==> config.mk <==
export PLATFORM = sky130hd
export DESIGN_NAME = page_frame_free_list_allocator_top_flat
export DESIGN_NICKNAME = d
export VERILOG_FILES = /design/src/rtl/pfa_pkg.sv /design/src/rtl/pfa_if.sv /design/src/rtl/pfa_ram.sv /design/src/rtl/pfa_ctrl.sv /design/src/rtl/pfa_dpath.sv /design/src/rtl/page_frame_free_list_allocator_top.sv /design/src/flat_wrapper.sv
export SDC_FILE = /design/constraint.sdc
export NUM_CORES = 1
export LEC_CHECK = 0
export BUFFER_PORTS_ARGS = -buffer_cell sky130_fd_sc_hd__buf_4
export CORE_ASPECT_RATIO = 0.75
export CORE_MARGIN = 2
export CORE_UTILIZATION = 55
export CTS_CLUSTER_DIAMETER = 80
export DETAILED_ROUTE_END_ITERATION = 12
export PLACE_DENSITY = 0.7
export SETUP_SLACK_MARGIN = 0.3
export SLEW_MARGIN = 20
export SYNTH_ARGS = -nofsm -noshare
export SYNTH_HDL_FRONTEND = slang
export SYNTH_HIERARCHICAL = 1
export SYNTH_SLANG_ARGS = --single-unit
==> constraint.sdc <==
create_clock -name clock -period 4.6 [get_ports clock]
set_input_delay 0.46 -clock clock [delete_from_list [all_inputs] [get_ports clock]]
set_output_delay 0.46 -clock clock [all_outputs]
set_load 0.1 [all_outputs]
==> src/rtl/pfa_pkg.sv <==
// ----------------------------------------------------------------------------
// pfa_pkg
// shared types, constants and helpers for the page frame free list allocator
// ----------------------------------------------------------------------------
package pfa_pkg;

   localparam int NUM_FRAMES_MAX = 64;
   localparam int FRAME_W        = $clog2(NUM_FRAMES_MAX);
   localparam int NFRAMES_W      = $clog2(NUM_FRAMES_MAX + 1);
   localparam int LINK_DEPTH     = NUM_FRAMES_MAX;
   localparam int STATUS_W       = 2;

   localparam logic [NFRAMES_W-1:0] NFRAMES_MIN = NFRAMES_W'(2);
   localparam logic [NFRAMES_W-1:0] NFRAMES_TOP = NFRAMES_W'(NUM_FRAMES_MAX);

   // operation codes
   localparam logic KIND_ALLOC = 1'b0;
   localparam logic KIND_FREE  = 1'b1;

   // result status codes
   localparam logic [STATUS_W-1:0] STATUS_GRANT   = 2'd0;
   localparam logic [STATUS_W-1:0] STATUS_NOFRAME = 2'd1;
   localparam logic [STATUS_W-1:0] STATUS_REFUSED = 2'd2;
   localparam logic [STATUS_W-1:0] STATUS_UNUSED  = 2'd3;

   typedef enum logic [1:0] {
      ST_IDLE,
      ST_EXEC,
      ST_POP
   } state_type;

   // controller to datapath
   typedef struct packed {
      logic latch;       // take the accepted request beat
      logic emit_single; // apply a free or a one-beat answer
      logic issue_read;  // read the link of the head frame
      logic do_pop;      // pop the head frame and emit it
   } cmd_type;

   // datapath to controller
   typedef struct packed {
      logic is_single;   // item answers with one beat and no pop
      logic last_pop;    // one frame left to pop
      logic out_free;    // result register can take a beat
   } status_type;

   // link value of a frame straight after the list was rebuilt
   function automatic logic [FRAME_W-1:0] link_default(
      input logic [FRAME_W-1:0]   frame,
      input logic [NFRAMES_W-1:0] nframes
   );
      logic [NFRAMES_W-1:0] nxt;
      nxt = {1'b0, frame} + NFRAMES_W'(1);
      if ((frame != '0) && (nxt < nframes)) begin
         return nxt[FRAME_W-1:0];
      end
      return '0;
   endfunction

endpackage

==> src/rtl/pfa_if.sv <==
// ----------------------------------------------------------------------------
// pfa_if
// valid/ready channels for allocator requests and responses
// ----------------------------------------------------------------------------
interface pfa_req_if;
   logic                        valid;
   logic                        ready;
   logic                        kind;
   logic [pfa_pkg::FRAME_W-1:0] count;
   logic [pfa_pkg::FRAME_W-1:0] freed_frame;

   modport source (output valid, output kind, output count, output freed_frame,
                   input ready);
   modport sink   (input valid, input kind, input count, input freed_frame,
                   output ready);
endinterface

interface pfa_rsp_if;
   logic                         valid;
   logic                         ready;
   logic [pfa_pkg::STATUS_W-1:0] status;
   logic [pfa_pkg::FRAME_W-1:0]  granted_frame;
   logic                         last;
   logic [pfa_pkg::FRAME_W-1:0]  free_count;

   modport source (output valid, output status, output granted_frame,
                   output last, output free_count, input ready);
   modport sink   (input valid, input status, input granted_frame,
                   input last, input free_count, output ready);
endinterface

==> src/rtl/pfa_ram.sv <==
// ----------------------------------------------------------------------------
// pfa_ram
// generic single write, single read ram with registered read data
// ----------------------------------------------------------------------------
module pfa_ram #(
   parameter int WIDTH = 8,
   parameter int DEPTH = 64
) (
   input  logic                     clock,
   input  logic                     wr_en,
   input  logic [$clog2(DEPTH)-1:0] wr_addr,
   input  logic [WIDTH-1:0]         wr_data,
   input  logic                     rd_en,
   input  logic [$clog2(DEPTH)-1:0] rd_addr,
   output logic [WIDTH-1:0]         rd_data
);

   logic [WIDTH-1:0] mem_ff [DEPTH];
   logic [WIDTH-1:0] rd_data_ff;

   always_ff @(posedge clock) begin
      if (wr_en) begin
         mem_ff[wr_addr] <= wr_data;
      end
      if (rd_en) begin
         rd_data_ff <= mem_ff[rd_addr];
      end
   end

   assign rd_data = rd_data_ff;

endmodule

==> src/rtl/pfa_ctrl.sv <==
// ----------------------------------------------------------------------------
// pfa_ctrl
// sequencer for request intake, single-beat answers and frame pops
// ----------------------------------------------------------------------------
module pfa_ctrl (
   input  logic                clock,
   input  logic                reset,
   input  logic                req_valid,
   output logic                req_ready,
   input  pfa_pkg::status_type stat,
   output pfa_pkg::cmd_type    cmd
);

   pfa_pkg::state_type state_ff, state_in;

   always_ff @(posedge clock) begin
      if (reset) begin
         state_ff <= pfa_pkg::ST_IDLE;
      end else begin
         state_ff <= state_in;
      end
   end

   always_comb begin
      state_in  = state_ff;
      req_ready = 1'b0;
      cmd       = '0;
      case (state_ff)
         pfa_pkg::ST_IDLE: begin
            req_ready = 1'b1;
            if (req_valid) begin
               cmd.latch = 1'b1;
               state_in  = pfa_pkg::ST_EXEC;
            end
         end
         pfa_pkg::ST_EXEC: begin
            if (stat.is_single) begin
               if (stat.out_free) begin
                  cmd.emit_single = 1'b1;
                  state_in        = pfa_pkg::ST_IDLE;
               end
            end else begin
               cmd.issue_read = 1'b1;
               state_in       = pfa_pkg::ST_POP;
            end
         end
         pfa_pkg::ST_POP: begin
            if (stat.out_free) begin
               cmd.do_pop = 1'b1;
               state_in   = stat.last_pop ? pfa_pkg::ST_IDLE : pfa_pkg::ST_EXEC;
            end
         end
         default: begin
            state_in = pfa_pkg::ST_IDLE;
         end
      endcase
   end

endmodule

==> src/rtl/pfa_dpath.sv <==
// ----------------------------------------------------------------------------
// pfa_dpath
// free list state, link memory and response register
// ----------------------------------------------------------------------------
module pfa_dpath (
   input  logic                           clock,
   input  logic                           reset,
   input  logic                           csr_we,
   input  logic [pfa_pkg::NFRAMES_W-1:0]  csr_wdata,
   input  logic                           req_kind,
   input  logic [pfa_pkg::FRAME_W-1:0]    req_count,
   input  logic [pfa_pkg::FRAME_W-1:0]    req_freed_frame,
   input  logic                           rsp_ready,
   output logic                           rsp_valid,
   output logic [pfa_pkg::STATUS_W-1:0]   rsp_status,
   output logic [pfa_pkg::FRAME_W-1:0]    rsp_granted_frame,
   output logic                           rsp_last,
   output logic [pfa_pkg::FRAME_W-1:0]    rsp_free_count,
   input  pfa_pkg::cmd_type               cmd,
   output pfa_pkg::status_type            stat
);

   localparam int FW = pfa_pkg::FRAME_W;
   localparam int NW = pfa_pkg::NFRAMES_W;

   // list state
   logic [NW-1:0]                  nframes_ff, nframes_in;
   logic [FW-1:0]                  head_ff, head_in;
   logic [FW-1:0]                  nfree_ff, nfree_in;
   logic [pfa_pkg::LINK_DEPTH-1:0] written_ff, written_in;

   // held item
   logic          kind_ff;
   logic [FW-1:0] remain_ff, remain_in;
   logic [FW-1:0] freed_ff;

   // pending link read
   logic          rd_written_ff;
   logic [FW-1:0] rd_frame_ff;
   logic [FW-1:0] rd_default_ff;
   logic [FW-1:0] ram_rdata;

   // response register
   logic                         rsp_valid_ff, rsp_valid_in;
   logic [pfa_pkg::STATUS_W-1:0] status_ff, status_in;
   logic [FW-1:0]                frame_ff, frame_in;
   logic                         last_ff, last_in;
   logic [FW-1:0]                fcount_ff, fcount_in;

   logic          free_bad;
   logic          alloc_over;
   logic          free_ok;
   logic [FW-1:0] link_val;
   logic [NW-1:0] csr_sat;

   assign free_bad = (freed_ff == '0) || ({1'b0, freed_ff} >= nframes_ff)
                  || ({1'b0, nfree_ff} >= (nframes_ff - NW'(1)));
   assign alloc_over = remain_ff > nfree_ff;
   assign free_ok    = (kind_ff == pfa_pkg::KIND_FREE) && !free_bad;
   assign link_val   = rd_written_ff ? ram_rdata : rd_default_ff;

   always_comb begin
      if (csr_wdata < pfa_pkg::NFRAMES_MIN) begin
         csr_sat = pfa_pkg::NFRAMES_MIN;
      end else if (csr_wdata > pfa_pkg::NFRAMES_TOP) begin
         csr_sat = pfa_pkg::NFRAMES_TOP;
      end else begin
         csr_sat = csr_wdata;
      end
   end

   assign stat.is_single = (kind_ff == pfa_pkg::KIND_FREE) || (remain_ff == '0)
                        || alloc_over;
   assign stat.last_pop  = remain_ff == FW'(1);
   assign stat.out_free  = !rsp_valid_ff || rsp_ready;

   pfa_ram #(
      .WIDTH (FW),
      .DEPTH (pfa_pkg::LINK_DEPTH)
   ) u_link_ram (
      .clock   (clock),
      .wr_en   (cmd.emit_single && free_ok),
      .wr_addr (freed_ff),
      .wr_data (head_ff),
      .rd_en   (cmd.issue_read),
      .rd_addr (head_ff),
      .rd_data (ram_rdata)
   );

   always_comb begin
      nframes_in   = nframes_ff;
      head_in      = head_ff;
      nfree_in     = nfree_ff;
      written_in   = written_ff;
      remain_in    = remain_ff;
      rsp_valid_in = rsp_valid_ff && !rsp_ready;
      status_in    = status_ff;
      frame_in     = frame_ff;
      last_in      = last_ff;
      fcount_in    = fcount_ff;

      if (csr_we) begin
         nframes_in = csr_sat;
         head_in    = FW'(1);
         nfree_in   = FW'(csr_sat - NW'(1));
         written_in = '0;
      end

      if (cmd.latch) begin
         remain_in = req_count;
      end

      if (cmd.emit_single) begin
         rsp_valid_in = 1'b1;
         frame_in     = '0;
         last_in      = 1'b1;
         fcount_in    = nfree_ff;
         if (kind_ff == pfa_pkg::KIND_FREE) begin
            if (free_bad) begin
               status_in = pfa_pkg::STATUS_REFUSED;
            end else begin
               status_in            = pfa_pkg::STATUS_NOFRAME;
               head_in              = freed_ff;
               nfree_in             = nfree_ff + FW'(1);
               fcount_in            = nfree_ff + FW'(1);
               written_in[freed_ff] = 1'b1;
            end
         end else if (alloc_over) begin
            status_in = pfa_pkg::STATUS_REFUSED;
         end else begin
            status_in = pfa_pkg::STATUS_NOFRAME;
         end
      end

      if (cmd.do_pop) begin
         rsp_valid_in = 1'b1;
         status_in    = pfa_pkg::STATUS_GRANT;
         frame_in     = rd_frame_ff;
         last_in      = remain_ff == FW'(1);
         fcount_in    = nfree_ff - FW'(1);
         head_in      = link_val;
         nfree_in     = nfree_ff - FW'(1);
         remain_in    = remain_ff - FW'(1);
      end
   end

   always_ff @(posedge clock) begin
      if (reset) begin
         nframes_ff   <= pfa_pkg::NFRAMES_TOP;
         head_ff      <= FW'(1);
         nfree_ff     <= FW'(pfa_pkg::NFRAMES_TOP - NW'(1));
         written_ff   <= '0;
         remain_ff    <= '0;
         rsp_valid_ff <= 1'b0;
      end else begin
         nframes_ff   <= nframes_in;
         head_ff      <= head_in;
         nfree_ff     <= nfree_in;
         written_ff   <= written_in;
         remain_ff    <= remain_in;
         rsp_valid_ff <= rsp_valid_in;
      end
   end

   always_ff @(posedge clock) begin
      if (cmd.latch) begin
         kind_ff  <= req_kind;
         freed_ff <= req_freed_frame;
      end
      if (cmd.issue_read) begin
         rd_frame_ff   <= head_ff;
         rd_written_ff <= written_ff[head_ff];
         rd_default_ff <= pfa_pkg::link_default(head_ff, nframes_ff);
      end
      status_ff <= status_in;
      frame_ff  <= frame_in;
      last_ff   <= last_in;
      fcount_ff <= fcount_in;
   end

   assign rsp_valid         = rsp_valid_ff;
   assign rsp_status        = status_ff;
   assign rsp_granted_frame = frame_ff;
   assign rsp_last          = last_ff;
   assign rsp_free_count    = fcount_ff;

endmodule

==> src/rtl/page_frame_free_list_allocator_top.sv <==
// ----------------------------------------------------------------------------
// page_frame_free_list_allocator_top
// page frame allocator over a linked free list of frame numbers
// ----------------------------------------------------------------------------
//
//  channel   dir  handshake        payload
//  req_bus   in   valid / ready    kind, count, freed_frame
//  rsp_bus   out  valid / ready    status, granted_frame, last, free_count
//  csr_*     in   csr_we           csr_wdata (num_frames, 7 bits)
//
//  a free item, a refused item or an empty allocation answers with one beat,
//  an allocation pops its frames one by one: each pop waits on the
//  registered read of the link ram before the head can move on
//  reset restores 64 frames with frames 1..63 linked in order; a csr write
//  rebuilds the list at once by clearing the per-frame written flags
//  a stalled response beat holds the sequencer in place until it is taken
//
module page_frame_free_list_allocator_top (
   input  logic                          clock,
   input  logic                          reset,
   pfa_req_if.sink                       req_bus,
   pfa_rsp_if.source                     rsp_bus,
   input  logic                          csr_we,
   input  logic [pfa_pkg::NFRAMES_W-1:0] csr_wdata
);

   // command and status between sequencer and datapath
   pfa_pkg::cmd_type    cmd;
   pfa_pkg::status_type stat;

   // the sequencer owns request intake and decides each step
   pfa_ctrl u_ctrl (
      .clock     (clock),
      .reset     (reset),
      .req_valid (req_bus.valid),
      .req_ready (req_bus.ready),
      .stat      (stat),
      .cmd       (cmd)
   );

   // the datapath holds list state, the link ram and the response register
   pfa_dpath u_dpath (
      .clock             (clock),
      .reset             (reset),
      .csr_we            (csr_we),
      .csr_wdata         (csr_wdata),
      .req_kind          (req_bus.kind),
      .req_count         (req_bus.count),
      .req_freed_frame   (req_bus.freed_frame),
      .rsp_ready         (rsp_bus.ready),
      .rsp_valid         (rsp_bus.valid),
      .rsp_status        (rsp_bus.status),
      .rsp_granted_frame (rsp_bus.granted_frame),
      .rsp_last          (rsp_bus.last),
      .rsp_free_count    (rsp_bus.free_count),
      .cmd               (cmd),
      .stat              (stat)
   );

endmodule

==> src/flat_wrapper.sv <==
// flat-port wrapper written by rule: the top's interface ports become plain ports
module page_frame_free_list_allocator_top_flat 
  (clock, reset, csr_we, csr_wdata, req_bus_valid, req_bus_kind, req_bus_count, req_bus_freed_frame, req_bus_ready, rsp_bus_valid, rsp_bus_status, rsp_bus_granted_frame, rsp_bus_last, rsp_bus_free_count, rsp_bus_ready);
  pfa_req_if req_bus_i ();
  pfa_rsp_if rsp_bus_i ();
  input  logic clock;
  input  logic reset;
  input  logic csr_we;
  input  logic [pfa_pkg::NFRAMES_W-1:0] csr_wdata;
  input wire logic [$bits(req_bus_i.valid)-1:0] req_bus_valid;
  input wire logic [$bits(req_bus_i.kind)-1:0] req_bus_kind;
  input wire logic [$bits(req_bus_i.count)-1:0] req_bus_count;
  input wire logic [$bits(req_bus_i.freed_frame)-1:0] req_bus_freed_frame;
  output wire logic [$bits(req_bus_i.ready)-1:0] req_bus_ready;
  output wire logic [$bits(rsp_bus_i.valid)-1:0] rsp_bus_valid;
  output wire logic [$bits(rsp_bus_i.status)-1:0] rsp_bus_status;
  output wire logic [$bits(rsp_bus_i.granted_frame)-1:0] rsp_bus_granted_frame;
  output wire logic [$bits(rsp_bus_i.last)-1:0] rsp_bus_last;
  output wire logic [$bits(rsp_bus_i.free_count)-1:0] rsp_bus_free_count;
  input wire logic [$bits(rsp_bus_i.ready)-1:0] rsp_bus_ready;
  assign req_bus_i.valid = req_bus_valid;
  assign req_bus_i.kind = req_bus_kind;
  assign req_bus_i.count = req_bus_count;
  assign req_bus_i.freed_frame = req_bus_freed_frame;
  assign req_bus_ready = req_bus_i.ready;
  assign rsp_bus_valid = rsp_bus_i.valid;
  assign rsp_bus_status = rsp_bus_i.status;
  assign rsp_bus_granted_frame = rsp_bus_i.granted_frame;
  assign rsp_bus_last = rsp_bus_i.last;
  assign rsp_bus_free_count = rsp_bus_i.free_count;
  assign rsp_bus_i.ready = rsp_bus_ready;
  page_frame_free_list_allocator_top u_core (.clock(clock), .reset(reset), .req_bus(req_bus_i), .rsp_bus(rsp_bus_i), .csr_we(csr_we), .csr_wdata(csr_wdata));
endmodule
; Yosys cells after proc, flatten, opt, wreduce, memory -nomap -nowiden
; Memories as Yosys holds them, arrays and structs flattened. A register that Yosys moved wholly into a read port is not among the register bits.
; Cells that the tools add are included.
[word_totals]
elab_cells = 114
out_inout_bits = 17
ram_bits = 384
mem_count = 1
in_bits = 25
reg_bits = 127
[mem_list]
columns = name, words, word_bits, rd, rd_ports_with_merged_regs, wr, line
row1 = u_core.u_dpath.u_link_ram.mem_ff, 64, 6, 1, 1, 1, pfa_ram.sv:18  ; logic [WIDTH-1:0] mem_ff [DEPTH];
[classes]
n_reduce_logical = 20
addsub = 6
n_bitwise = 1
mux = 55
magnitude_cmp = 9
n_eq_ne = 6
[op_table]
columns = op, count
row1 = 64-bit two-way mux, 4
row2 = 6-bit two-way mux, 20
row3 = 64-bit bitwise OR, 1
row4 = 1-bit two-way mux, 18
row5 = 6-bit by 1-bit subtractor with 6-bit output (second input constant), 3
row6 = 2-bit two-way mux, 8
row7 = 6-bit by 7-bit >= comparator with 1-bit output, 2
row8 = 6-bit by 7-bit less-than comparator with 1-bit output (second input constant), 2
row9 = 7-bit two-way mux, 2
row10 = 6-bit zero test, 2
row11 = 6-bit by 1-bit adder with 7-bit output (second input constant), 1
row12 = 7-bit > comparator (second input constant), 1
row13 = 7-bit by 2-bit less-than comparator with 1-bit output (second input constant), 1
row14 = 7-bit less-than comparator, 1
row15 = 7-bit by 1-bit subtractor with 7-bit output (second input constant), 1
row16 = 6-bit by 1-bit adder with 6-bit output (second input constant), 1
row17 = 1-bit binary-select mux with 6-bit select, 1
row18 = 1-bit demux with 6-bit select, 1
row19 = 6-bit by 1-bit == test with 1-bit output (second input constant), 1
row20 = 6-bit by 1-bit >= comparator with 1-bit output (second input constant), 1
row21 = 6-bit > comparator, 1
row22 = 2-bit one-hot mux with 3 select lines, 1
row23 = 6-bit nonzero test, 1
row24 = 1-bit logical AND, 5
row25 = 10 further kinds, 17

; Longest topological paths before layout
; Gate-level depths: netlist of run 1.
[depth]
depth_word = 9
ltp_mapped = 17
depth_no_buf = 15

; Hierarchy
; Netlist of run 1, hierarchy kept.
[modules_own_cells]
columns = module, seq_area_each_um2, cells_each, n_inst, area_each_um2
row1 = pfa_ram, 11711.2, 720, 1, 15285.9
row2 = pfa_dpath, 2832.7, 593, 1, 6239.7
row3 = pfa_ctrl, 40.0, 15, 1, 125.1

; Least setup slack after synthesis of run 1
; OpenSTA, ideal clock, no wires.
[synth_path]
path_kind = register -> register
from = register u_core.u_dpath.nfree_ff[2]
to = memory u_core/u_dpath/u_link_ram/mem_ff[48][0] in the netlist's numbering, enable pin
setup_ps = 377
required_ps = 4223
path_slack_ps = 778
n_path_buf = 3
arrival_time_ps = 3445
path_stages_with_launch = 18
synth_period_minus_slack_ps = 3822
path_cell_list = dfxtp_1 > clkbuf_1 > inv_1 > ha_1 > o21ai_0 > a21oi_1 > o21bai_1 > o21ai_0 > and4b_2 > inv_1 > a2111oi_0 > a21bo_2 > buf_6 > inv_4 > buf_2 > nor2b_1 > nand4b_1 > nor3_1
[synth_lines]
columns = item, line
row1 = start: declaration, pfa_dpath.sv:29  ; logic [FW-1:0] nfree_ff, nfree_in;
row2 = start signal: assignment, pfa_dpath.sv:151  ; nfree_ff <= FW'(pfa_pkg::NFRAMES_TOP - NW'(1));
row3 = start signal: assignment, pfa_dpath.sv:158  ; nfree_ff <= nfree_in;
row4 = end: declaration, pfa_ram.sv:18

==> metrics.md, run 1 <==
| Metric | Value |
|---|---|
| Status | `finished clean` |
| Starting DRT DRC Count | `1,490` |
| Final WL | `47,100 µm` |
| Initial Utilization | `56.2%` |
| Placed Cells | `1,848` |
| ANT nets after route | `0` |
| FF+latch area | `14,600 µm²` |
| Number of global-route vias before repair | `11,852` |
| Cell count after synthesis | `1,328` |
| Die width | `233 µm` |
| Clock buffer count from CTS | `47` |
| Largest fanout on the critical path | `7` |
| Yosys reg bits | `517` |
| Global placement routability congestion | `0.825` |
| R2r endpoint | `u_core/u_dpath/u_link_ram/mem_ff[40][1]` |
| R2R cell count | `15` |
| Max-slew violation count | `0` |
| Setup Skew | `0.0258 ns` |
| DR pass1 iterations | `7` |
| Initial antenna violation count | `0` |
| Post-synth net total | `1,385` |
| CP Capture Type | `flop` |
| EDFF count, synth | `423` |
| Avg Cell Area, Syn | `16.3 µm²` |
| Vias | `12,249` |
| Setup TNS | `0 ns` |
| MaxCap Viol Count | `0` |
| Remaining DRCs | `0` |
| Vias per inst | `6.33` |
| Grt ovf | `0` |
| Final Cycle Share | `88.6%` |
| Sink Count | `517` |
| Actual slew at the worst max-slew pin | `1.09 ns` |
| Leakage | `7.52 nW` |
| Row count | `62` |
| Arr. time, crit path | `4.26 ns` |
| Global Route Usage Sum | `23.6%` |
| Clock Latency Late Sink | `0.57 ns` |
| CTS H-tree depth | `2` |
| Synth top cells by count | `edfxtp_1, nor2_1, mux4_2` |
| Antenna cells | `0` |
| Seq/Total Area, Yosys | `67.4%` |
| Area Growth Syn to Fin | `11.9%` |
| Fraction of layout cells with a size suffix above 1 | `22.3%` |
| RSZ-0062 raised after global routing | `yes` |
| Critical Path RT | `4.79 ns` |
| CTS Buffer Depth | `3` |
| Crit path time final | `4.08 ns` |
| Post-CTS Setup Inserts | `0` |
| Post-synth ARST share | `0%` |
| DR WL/cell | `24.3 µm` |
| Clk slew on worst S/H paths | `0.07 ns` |
| Syn. warnings | `6` |
| Crit start category | `flop` |
| Filler cell count | `2,726` |
| Top_reg_cell synth | `edfxtp_1` |
| Largest net degree at the start of global routing | `115` |
| DP HPWL | `29,900 µm` |
| Hold_buf cts | `0` |
| Hold WC Path Type | `input port to flop` |
| Die H | `176 µm` |
| Ports | `42` |
| Setup CP Type | `flop to flop` |
| Worst VDD drop | `282 µV` |
| Fin cells | `1,936` |
| NumNets Final | `1,442` |
| Design Power | `9.90 mW` |
| Leading area contributor after synthesis | `edfxtp_1` |
| Footprint of the multi-input gates | `6620 µm²` |
| Placeable Area | `38,600 µm²` |
| Reg-to-reg critical path startpoint | `u_core/u_dpath/nfree_ff[1]` |
| Clk root buf | `clkbuf_16` |
| Most frequent cell after synthesis | `edfxtp_1` |
| Die area | `41,000 µm²` |
| Netlist cell types | `74` |
| Max-slew headroom | `26.8%` |
| TritonCTS clock tree | `done` |
| Worst Hold End | `u_core/u_dpath/freed_ff[5]` |
| F_max | `0.245 GHz` |
| Leading post-synthesis cells by cell area | `edfxtp_1, mux4_2, dfxtp_1` |
| Mapped Area | `21,700 µm²` |
| Power per cell area | `409 nW/µm²` |
| Synth top area share | `58.7%` |
| Setup Viol. Count Final | `0` |
| Setup slack, reg-to-reg | `0.52 ns` |
| Hold Path Stages | `1` |
| Hold_sp | `req_bus_freed_frame[5]` |
| Number of port buffers | `41` |
| Fin. Hold Viols | `0` |
| First-pass GRT wire length | `72,800 µm` |
worst max path at each step:
stage	from	endpoint	slack [ns]	depth (start not counted)
floorplan	u_core/u_dpath/nfree_ff[2]	u_core/u_dpath/u_link_ram/mem_ff[48][0]	0.78	17
global placement	u_core/u_dpath/nfree_ff[1]	u_core/u_dpath/u_link_ram/mem_ff[60][0]	0.72	15
detailed placement	u_core/u_dpath/nfree_ff[1]	u_core/u_dpath/u_link_ram/mem_ff[4][4]	0.58	15
CTS	u_core/u_dpath/nfree_ff[1]	u_core/u_dpath/u_link_ram/mem_ff[4][2]	0.57	15
global route	u_core/u_dpath/nfree_ff[1]	u_core/u_dpath/u_link_ram/mem_ff[32][1]	0.15	15
finish	u_core/u_dpath/nfree_ff[1]	u_core/u_dpath/u_link_ram/mem_ff[40][1]	0.52	15
state kept, by name, summed over array words and instances (netlist names):
register	count
u_core/u_ctrl/state_ff	2
u_core/u_dpath/freed_ff	6
u_core/u_dpath/head_ff	6
u_core/u_dpath/kind_ff	1
u_core/u_dpath/nframes_ff	7
u_core/u_dpath/nfree_ff	6
u_core/u_dpath/rd_default_ff	6
u_core/u_dpath/rd_frame_ff	6
u_core/u_dpath/rd_written_ff	1
u_core/u_dpath/remain_ff	6
u_core/u_dpath/rsp_free_count	6
u_core/u_dpath/rsp_granted_frame	6
u_core/u_dpath/rsp_last	1
u_core/u_dpath/rsp_status	2
u_core/u_dpath/rsp_valid	1
u_core/u_dpath/u_link_ram/mem_ff	384
u_core/u_dpath/u_link_ram/rd_data	6
u_core/u_dpath/written_ff	64
cell usage in the layout, fill, tap and decap left out, types with 7 or more instances in the layout:
cell and instances:
a211oi_1 13, a21oi_1 35, a22o_1 39, a32o_1 19, and2_1 11, buf_4 82
clkbuf_16 49, clkinv_1 11, clkinv_2 7, dfxtp_1 88, edfxtp_1 423, ha_1 32
inv_1 27, mux2_2 11, mux2i_1 29, mux4_2 103, nand2_1 41, nand2b_1 15
nand3_1 20, nor2_1 86, nor2_2 23, nor2b_1 21, nor3_1 16, o211ai_1 7
o21ai_0 28, o221ai_1 9, o22ai_1 13, xnor2_1 19
power breakdown:
group          internal, mW  switching (mW)  total, mW  leakage (nW)
Combinational         0.255           0.499      0.754          2.59
Sequential             5.11          0.0720       5.18          4.15
Clock                  2.28            1.68       3.96         0.780
final cells by class:
cell class | instances | share of cell area, %
sequential | 517 | 60.3
multi-input combinational | 706 | 27.3
clock buffer | 58 | 5.33
timing repair buffer | 85 | 2.79
tap | 512 | 2.65
clock inverter | 30 | 1.20
inverter | 28 | 0.444
worst max-delay path, cell delays in order (launching register included):
cell and delay (ns):
dfxtp_1 0.41, inv_1 0.12, ha_1 0.30, nor2b_1 0.12, o21ai_0 0.08, a21oi_1 0.15
o21bai_1 0.11, o21ai_0 0.18, and4b_2 0.34, inv_1 0.13, a2111oi_0 0.27, a21bo_2 0.29
inv_4 0.09, nor2b_1 0.24, nand2_1 0.35, nor2_1 0.53
kinds of logic (layout without fill, tap and decap cells):
logic type | after synthesis | count (layout) | synth area share (%)
DFF | 517 | 517 | 67.4
adders and majority gates | 32 | 32 | 1.85
xor gates and xnor gates | 22 | 22 | 0.890
buffers and inverters | 105 | 201 | 2.43
AOI/OAI and AO/OA | 220 | 220 | 7.53
and+or+nand+nor | 283 | 283 | 6.58
muxes | 149 | 149 | 13.4
per-stage QoR:
step | setup slack [ns] | area [µm²] | hold slack [ns] | util (%)
5_1_grt | 0.153 | 24200 | 0.0437 | 62.8
3_3_place_gp | 0.720 | 22600 | 0.433 | 58.6
6_report | 0.525 | 24200 | 0.0631 | 62.8
2_1_floorplan | 0.778 | 21700 | 0.420 | -
4_1_cts | 0.570 | 24200 | 0.0406 | 62.7
3_5_place_dp | 0.578 | 22600 | 0.449 | 58.6
repair_timing:
item,4_1_cts,5_1_grt
endpoints found under the setup margin,0,172
gates resized for setup,0,23
endpoints found under the hold margin,0,0
routing by layer:
metal  vias up  part of all wire (%)  GRT usage, %
met3        66                   7.8          4.76
met5         -                     0             0
met4         0                   2.0          5.92
met1      6254                    47          38.3
met2       507                    43          32.8
li1       5422                     -             -
Power figures use the tool's default switching activity.
==> run 2, diff against run 1 <==
--- a/config.mk
+++ b/config.mk
@@ -8,10 +8,10 @@
 export BUFFER_PORTS_ARGS = -buffer_cell sky130_fd_sc_hd__buf_4
 export CORE_ASPECT_RATIO = 0.75
 export CORE_MARGIN = 2
-export CORE_UTILIZATION = 55
+export CORE_UTILIZATION = 40
 export CTS_CLUSTER_DIAMETER = 80
 export DETAILED_ROUTE_END_ITERATION = 12
-export PLACE_DENSITY = 0.7
+export PLACE_DENSITY = 0.54
 export SETUP_SLACK_MARGIN = 0.3
 export SLEW_MARGIN = 20
 export SYNTH_ARGS = -nofsm -noshare
==> run 2 against run 1 <==
Largest power group unchanged; non-clock buffer count up 5; final cell count up 11%; global-route usage shrank 5.5 points; worst setup slack worse by 0.12 ns; clock skew decreased by 0.010 ns; design area up 1.5%; power increased by 2.3%; sequential power is essentially flat.
==> metrics.md, run 2 (same netlist as run 1, synthesis figures left out) <==
| Metric | Value |
|---|---|
| Max-slew violation count | `0 (unchanged)` |
| Top reg by flops | `u_core/u_dpath/u_link_ram/mem_ff` |
| Setup Viol. Count Final | `0 (unchanged)` |
| Leakage | `7.57 nW (+0.67%)` |
| Clock Latency Late Sink | `0.57 ns (about the same)` |
| Final Cycle Share | `91.2% (+2.6 points)` |
| Setup Skew | `0.0153 ns (-0.0105 ns)` |
| Setup TNS | `0 ns (unchanged)` |
| Hold WC Path Type | `input port to flop` |
| Status | `finished clean` |
| Largest net degree at the start of global routing | `168 (+46%)` |
| Global Route Usage Sum | `18.2% (-5.5 points)` |
| RSZ-0062 raised after global routing | `yes` |
| Area Growth Syn to Fin | `13.5%` |
| Placeable Area | `53,200 µm² (+38%)` |
| Most frequent cells in the layout | `edfxtp_1, mux4_2, buf_4, dfxtp_1, nor2_1` |
| Die width | `273 µm (+17%)` |
| Die area | `56,000 µm² (+37%)` |
| Critical Path RT | `4.80 ns (about the same)` |
| CTS Buffer Depth | `3 (unchanged)` |
| Worst Hold End | `u_core/u_dpath/kind_ff` |
| Initial Utilization | `40.7% (-15 points)` |
| F_max | `0.238 GHz (-2.8%)` |
| Fraction of layout cells with a size suffix above 1 | `22.7% (+0.49 points)` |
| Arr. time, crit path | `4.39 ns (+0.13 ns)` |
| Crit start category | `flop` |
| Final WL | `50,600 µm (+7.3%)` |
| Global placement routability congestion | `0.808 (-2.0%)` |
| NumNets Final | `1,450 (+0.55%)` |
| Clk slew on worst S/H paths | `0.07 ns (about the same)` |
| Fin. Hold Viols | `0 (unchanged)` |
| Clk root buf | `clkbuf_16` |
| Hold_sp | `req_bus_kind` |
| Reg-to-reg critical path startpoint | `u_core/u_dpath/nfree_ff[1]` |
| DR pass1 iterations | `5 (-2)` |
| Die H | `205 µm (+17%)` |
| Actual slew at the worst max-slew pin | `1.01 ns (-0.0798 ns)` |
| Number of port buffers | `41 (unchanged)` |
| Max reg flops | `384 (unchanged)` |
| Filler cell count | `4,577 (+68%)` |
| Setup CP Type | `flop to flop` |
| Power per cell area | `412 nW/µm² (+0.80%)` |
| Crit path time final | `4.19 ns (+0.118 ns)` |
| DR WL/cell | `23.6 µm (-3.1%)` |
| Sink Count | `517 (unchanged)` |
| Setup slack, reg-to-reg | `0.41 ns (-0.12 ns)` |
| Grt ovf | `0 (unchanged)` |
| Worst VDD drop | `216 µV (-23%)` |
| Ports | `42 (unchanged)` |
| Biggest regs | `u_core/u_dpath/u_link_ram/mem_ff (384), u_core/u_dpath/written_ff (64), u_core/u_dpath/nframes_ff (7)` |
| R2R cell count | `14 (-1)` |
| First-pass GRT wire length | `76,700 µm (+5.3%)` |
| Antenna cells | `0 (unchanged)` |
| R2r endpoint | `u_core/u_dpath/u_link_ram/mem_ff[57][5]` |
| Vias per inst | `5.66 (-11%)` |
| Hold Path Stages | `1 (unchanged)` |
| Clock buffer count from CTS | `50 (+6.4%)` |
| Remaining DRCs | `0 (unchanged)` |
| TritonCTS clock tree | `done` |
| Number of global-route vias before repair | `11,740 (-0.94%)` |
| Row count | `73 (+18%)` |
| Most common cell after layout, fill and taps aside | `edfxtp_1` |
| MaxCap Viol Count | `0 (unchanged)` |
| ANT nets after route | `0 (unchanged)` |
| DP HPWL | `31,800 µm (+6.4%)` |
| Max-slew headroom | `32.2% (+5.4 points)` |
| Largest fanout on the critical path | `7 (unchanged)` |
| Initial antenna violation count | `0 (unchanged)` |
| Hold slack | `0.0736 ns (+0.0105 ns)` |
| Starting DRT DRC Count | `1,123 (-25%)` |
| Vias | `12,143 (-0.87%)` |
| CTS H-tree depth | `2 (unchanged)` |
| CP Capture Type | `flop` |
==> run 2: cell types whose count changed in the layout (fill, tap and decap cells not counted), moves of 2 or more <==
cell	previous run	this run
buf_4	82	88
bufinv_16	5	7
clkbuf_1	6	11
clkbuf_16	49	51
clkbuf_8	3	1
clkinv_1	11	8
clkinv_2	7	11
clkinv_4	3	0
clkinvlp_4	1	3
nand2_1	41	39
nand2_2	0	2
nor2_2	23	21
==> run 2: layout make-up <==
cell class              count  area, µm²  area share (%)
flip-flops and latches    517      14600            59.4
multi-input cells         706       6620            26.9
repair buffers             90        701            2.85
inverters                  28        108           0.438
clock buffers              63       1330            5.42
well taps                 712        891            3.62
clock inverters            29        323            1.31
==> run 2: timing repair <==
action | CTS | global route
endpoints found under the setup margin | 0 | 177
setup buffers | 0 | 0
hold buffers | 0 | 0
hold endpoints to repair | 0 | 0
resized for setup | 0 | 26
==> run 2: power by group <==
part	internal, mW	switching, mW	leakage, nW
registers	5.11	0.0615	4.15
logic	0.256	0.522	2.61
clock network	2.44	1.73	0.807
total	7.81	2.32	7.57
==> run 2: worst max-delay path by stage <==
stage          cells past startpoint  slack, ns                  startpoint                                       to
3_3_place_gp                      14       0.43  u_core/u_dpath/nfree_ff[1]  u_core/u_dpath/u_link_ram/mem_ff[17][4]
6_report                          14       0.41  u_core/u_dpath/nfree_ff[1]  u_core/u_dpath/u_link_ram/mem_ff[57][5]
5_1_grt                           14       0.16  u_core/u_dpath/nfree_ff[1]   u_core/u_dpath/u_link_ram/mem_ff[1][2]
4_1_cts                           15       0.39  u_core/u_dpath/nfree_ff[1]  u_core/u_dpath/u_link_ram/mem_ff[32][2]
3_5_place_dp                      15       0.43  u_core/u_dpath/nfree_ff[1]  u_core/u_dpath/u_link_ram/mem_ff[32][2]
2_1_floorplan                     17       0.78  u_core/u_dpath/nfree_ff[2]  u_core/u_dpath/u_link_ram/mem_ff[48][0]
==> run 2: layer usage <==
metal	track usage [%]	up-vias	wire length (µm)
met5	0	-	0
met4	4.12	0	904
met3	3.72	59	3080
met2	25.7	359	21700
met1	28.5	6286	24900
li1	-	5439	-
==> run 2: worst max-delay path, cell delays in order (launching register included) <==
cell and delay (ns):
dfxtp_1 0.42, inv_1 0.13, ha_1 0.31, nor2b_1 0.13, o21ai_0 0.08, a21oi_1 0.17
o21bai_1 0.11, o21ai_0 0.15, and4b_2 0.32, inv_1 0.11, a2111oi_0 0.23, a21bo_2 0.29
inv_4 0.09, nand3_1 0.60, nor2_1 0.68
==> run 2: per-stage QoR <==
stage / instance area [µm²] / setup WS [ns] / power [mW] / instances / util (%)
after global placement: 22900 / 0.431 / 6.05 / 2053 / 42.9
after detailed placement: 22900 / 0.425 / 6.05 / 2053 / 42.9
final: 24600 / 0.407 / 10.1 / 2145 / 46.2
after floorplan: 21700 / 0.778 / 5.81 / 1328 / -
after global routing: 24600 / 0.161 / 10.5 / 2145 / 46.2
after CTS: 24500 / 0.392 / 10.2 / 2145 / 46.0
==> run 3, diff against run 2 <==
--- a/config.mk
+++ b/config.mk
@@ -8,10 +8,10 @@
 export BUFFER_PORTS_ARGS = -buffer_cell sky130_fd_sc_hd__buf_4
 export CORE_ASPECT_RATIO = 0.75
 export CORE_MARGIN = 2
-export CORE_UTILIZATION = 40
+export CORE_UTILIZATION = 62
 export CTS_CLUSTER_DIAMETER = 80
 export DETAILED_ROUTE_END_ITERATION = 12
-export PLACE_DENSITY = 0.54
+export PLACE_DENSITY = 0.78
 export SETUP_SLACK_MARGIN = 0.3
 export SLEW_MARGIN = 20
 export SYNTH_ARGS = -nofsm -noshare
==> constraint.sdc (replaced) <==
create_clock -name clock -period 4 [get_ports clock]
set_input_delay 0.4 -clock clock [delete_from_list [all_inputs] [get_ports clock]]
set_output_delay 0.4 -clock clock [all_outputs]
set_load 0.1 [all_outputs]
==> run 3 against run 2 <==
Clock skew grew 0.0038 ns; sequential power rose by 15%; critical path type unchanged; routed wire length shrank 4.2%; final cell count down 9.1%; non-clock buffer count rose by 63; largest cell class unchanged; power grew 14%.
==> metrics.md, run 3 (same netlist as run 1, synthesis figures left out) <==
| Metric | Value |
|---|---|
| ANT nets after route | `0 (unchanged)` |
| Remaining DRCs | `0 (unchanged)` |
| Setup slack, reg-to-reg | `0.45 ns (+0.04 ns)` |
| Die H | `166 µm (-19%)` |
| Die width | `220 µm (-19%)` |
| Area Growth Syn to Fin | `14.7%` |
| Setup TNS | `0 ns (unchanged)` |
| Initial Utilization | `62.7% (+22 points)` |
| Clock buffer count from CTS | `48 (-4.0%)` |
| Hold slack | `0.0847 ns (+0.0111 ns)` |
| Row count | `59 (-19%)` |
| Most common cell after layout, fill and taps aside | `edfxtp_1` |
| TritonCTS clock tree | `done` |
| Setup Skew | `0.0191 ns (+0.00380 ns)` |
| Clk slew on worst S/H paths | `0.06 ns (about the same)` |
| Clock Latency Late Sink | `0.57 ns (about the same)` |
| Largest fanout on the critical path | `8 (+1)` |
| Status | `finished clean` |
| Top reg by flops | `u_core/u_dpath/u_link_ram/mem_ff` |
| Clk root buf | `clkbuf_16` |
| First-pass GRT wire length | `74,500 µm (-2.8%)` |
| Critical Path RT | `4.27 ns (-0.53 ns)` |
| F_max | `0.282 GHz (+18%)` |
| Worst VDD drop | `416 µV (+93%)` |
| Hold WC Path Type | `input port to flop` |
| Max-slew headroom | `21.6% (-11 points)` |
| Design Power | `11.5 mW (+14%)` |
| Slowest CP cell | `dfxtp_2` |
| Number of global-route vias before repair | `12,484 (+6.3%)` |
| RSZ-0062 raised after global routing | `no` |
| Power per cell area | `465 nW/µm² (+13%)` |
| Fin. Hold Viols | `0 (unchanged)` |
| Max reg flops | `384 (unchanged)` |
| Most frequent cells in the layout | `edfxtp_1, buf_4, mux4_2` |
| Number of port buffers | `41 (unchanged)` |
| Post-layout util | `71.9% (+26 points)` |
| CP Capture Type | `flop` |
| Largest net degree at the start of global routing | `106 (-37%)` |
| DR WL/cell | `24.9 µm (+5.4%)` |
| Fin cells | `1,949 (-9.1%)` |
| DR pass1 iterations | `6 (+1)` |
| Final Cycle Share | `88.8% (-2.4 points)` |
| Placed Cells | `1,851 (-9.8%)` |
| Crit start category | `flop` |
| Slowest stage delay, CP | `0.37 ns (-0.31 ns)` |
| Critical-path cell list | `inv_1 -> ha_1 -> nor2b_1 -> o21ai_0 -> a21oi_1 -> o21bai_1 -> o21ai_2 -> and4b_2 -> inv_2 -> a2111oi_2 -> a21bo_2 -> clkinv_4 -> nor2b_2 -> buf_4 -> nand2_1 -> buf_4 -> nor2_2 -> buf_4` |
| Setup Viol. Count Final | `0 (unchanged)` |
| Placeable Area | `34,500 µm² (-35%)` |
| CTS H-tree depth | `2 (unchanged)` |
| Ports | `42 (unchanged)` |
| Setup CP Type | `flop to flop` |
| CTS Buffer Depth | `3 (unchanged)` |
| Grt ovf | `0 (unchanged)` |
| Antenna cells | `0 (unchanged)` |
| Global placement routability congestion | `0.841 (+4.0%)` |
| Sink Count | `517 (unchanged)` |
| Final WL | `48,400 µm (-4.2%)` |
| Arr. time, crit path | `3.83 ns (-0.56 ns)` |
| Fraction of layout cells with a size suffix above 1 | `25.5% (+2.8 points)` |
| Top cell by count, worst path | `buf_4` |
| Vias per inst | `6.56 (+16%)` |
| Global Route Usage Sum | `27.0% (+8.9 points)` |
| Actual slew at the worst max-slew pin | `1.17 ns (+0.157 ns)` |
| Die area | `36,400 µm² (-35%)` |
| Max-slew violation count | `0 (unchanged)` |
| Filler cell count | `2,095 (-54%)` |
| DP HPWL | `30,300 µm (-4.7%)` |
| Initial antenna violation count | `0 (unchanged)` |
| Crit path time final | `3.55 ns (-0.642 ns)` |
| Biggest regs | `u_core/u_dpath/u_link_ram/mem_ff (384), u_core/u_dpath/written_ff (64), u_core/u_dpath/nframes_ff (7)` |
| NumNets Final | `1,511 (+4.2%)` |
| Starting DRT DRC Count | `1,558 (+39%)` |
| Vias | `12,791 (+5.3%)` |
| Leakage | `7.91 nW (+4.4%)` |
| MaxCap Viol Count | `0 (unchanged)` |
[run 3: cell types whose count changed in the layout (fill, tap and decap cells not counted), moves of 5 or more]
cell           change
nor2_4             +9
nor2_2            -14
buf_4             +51
nor2_1             +5
dlygate4sd3_1      +7
[run 3: final timing paths]
kind                                               startpoint                                      end  cells after the start
worst max-delay path               u_core/u_dpath/nfree_ff[1]  u_core/u_dpath/u_link_ram/mem_ff[58][1]                     18
worst min-delay path                         req_bus_count[5]              u_core/u_dpath/remain_ff[5]                      3
worst max register to register     u_core/u_dpath/nfree_ff[1]  u_core/u_dpath/u_link_ram/mem_ff[58][1]                     18
worst min register to register  u_core/u_dpath/written_ff[57]            u_core/u_dpath/written_ff[57]                      2
[run 3: critical path, delay by kind of cell, from the launching register on]
kind,cells,cell delay (ns)
simple gates,5,0.82
flops,1,0.37
buf+inv,6,0.78
fa+ha+maj,1,0.31
compound gates,6,0.96
[run 3: metal layers]
metal,vias to the layer above,track usage [%],routed length (µm),share of wire (%)
met3,93,5.26,4430,9.2
met1,6521,42.2,20700,43
met5,-,0,0,0
met4,0,7.53,1110,2.3
met2,616,39.4,22200,46
li1,5561,-,-,-
[run 3: what timing repair did]
action	CTS	global route
setup endpoints to repair	186	343
buffers inserted	1	2
hold buffers	7	0
hold endpoints to repair	7	0
pin swaps	2	1
gates resized for setup	29	13
[run 3: report_power, final]
part / total [mW] / internal (mW) / switching, mW / leakage (nW)
combinational: 0.930 / 0.316 / 0.614 / 2.97
sequential: 5.94 / 5.88 / 0.0621 / 4.15
clock: 4.67 / 2.73 / 1.94 / 0.789
total: 11.5 / 8.92 / 2.62 / 7.91
[run 3: through the flow]
stage	cell area [µm²]	setup slack, ns
global placement	23000	0.285
finish	24800	0.449
floorplan	21700	0.247
global route	24800	0.263
detailed placement	23000	0.103
CTS	24800	0.346
[run 3: layout make-up]
class | instances | area (µm²) | share of cell area [%]
flip-flops and latches | 517 | 14600 | 58.8
well taps | 457 | 572 | 2.30
clock buffers | 65 | 1370 | 5.52
multi-input cells | 706 | 6700 | 27.0
repair buffers | 153 | 1240 | 4.98
inverters | 28 | 110 | 0.443
clock inverters | 23 | 245 | 0.988
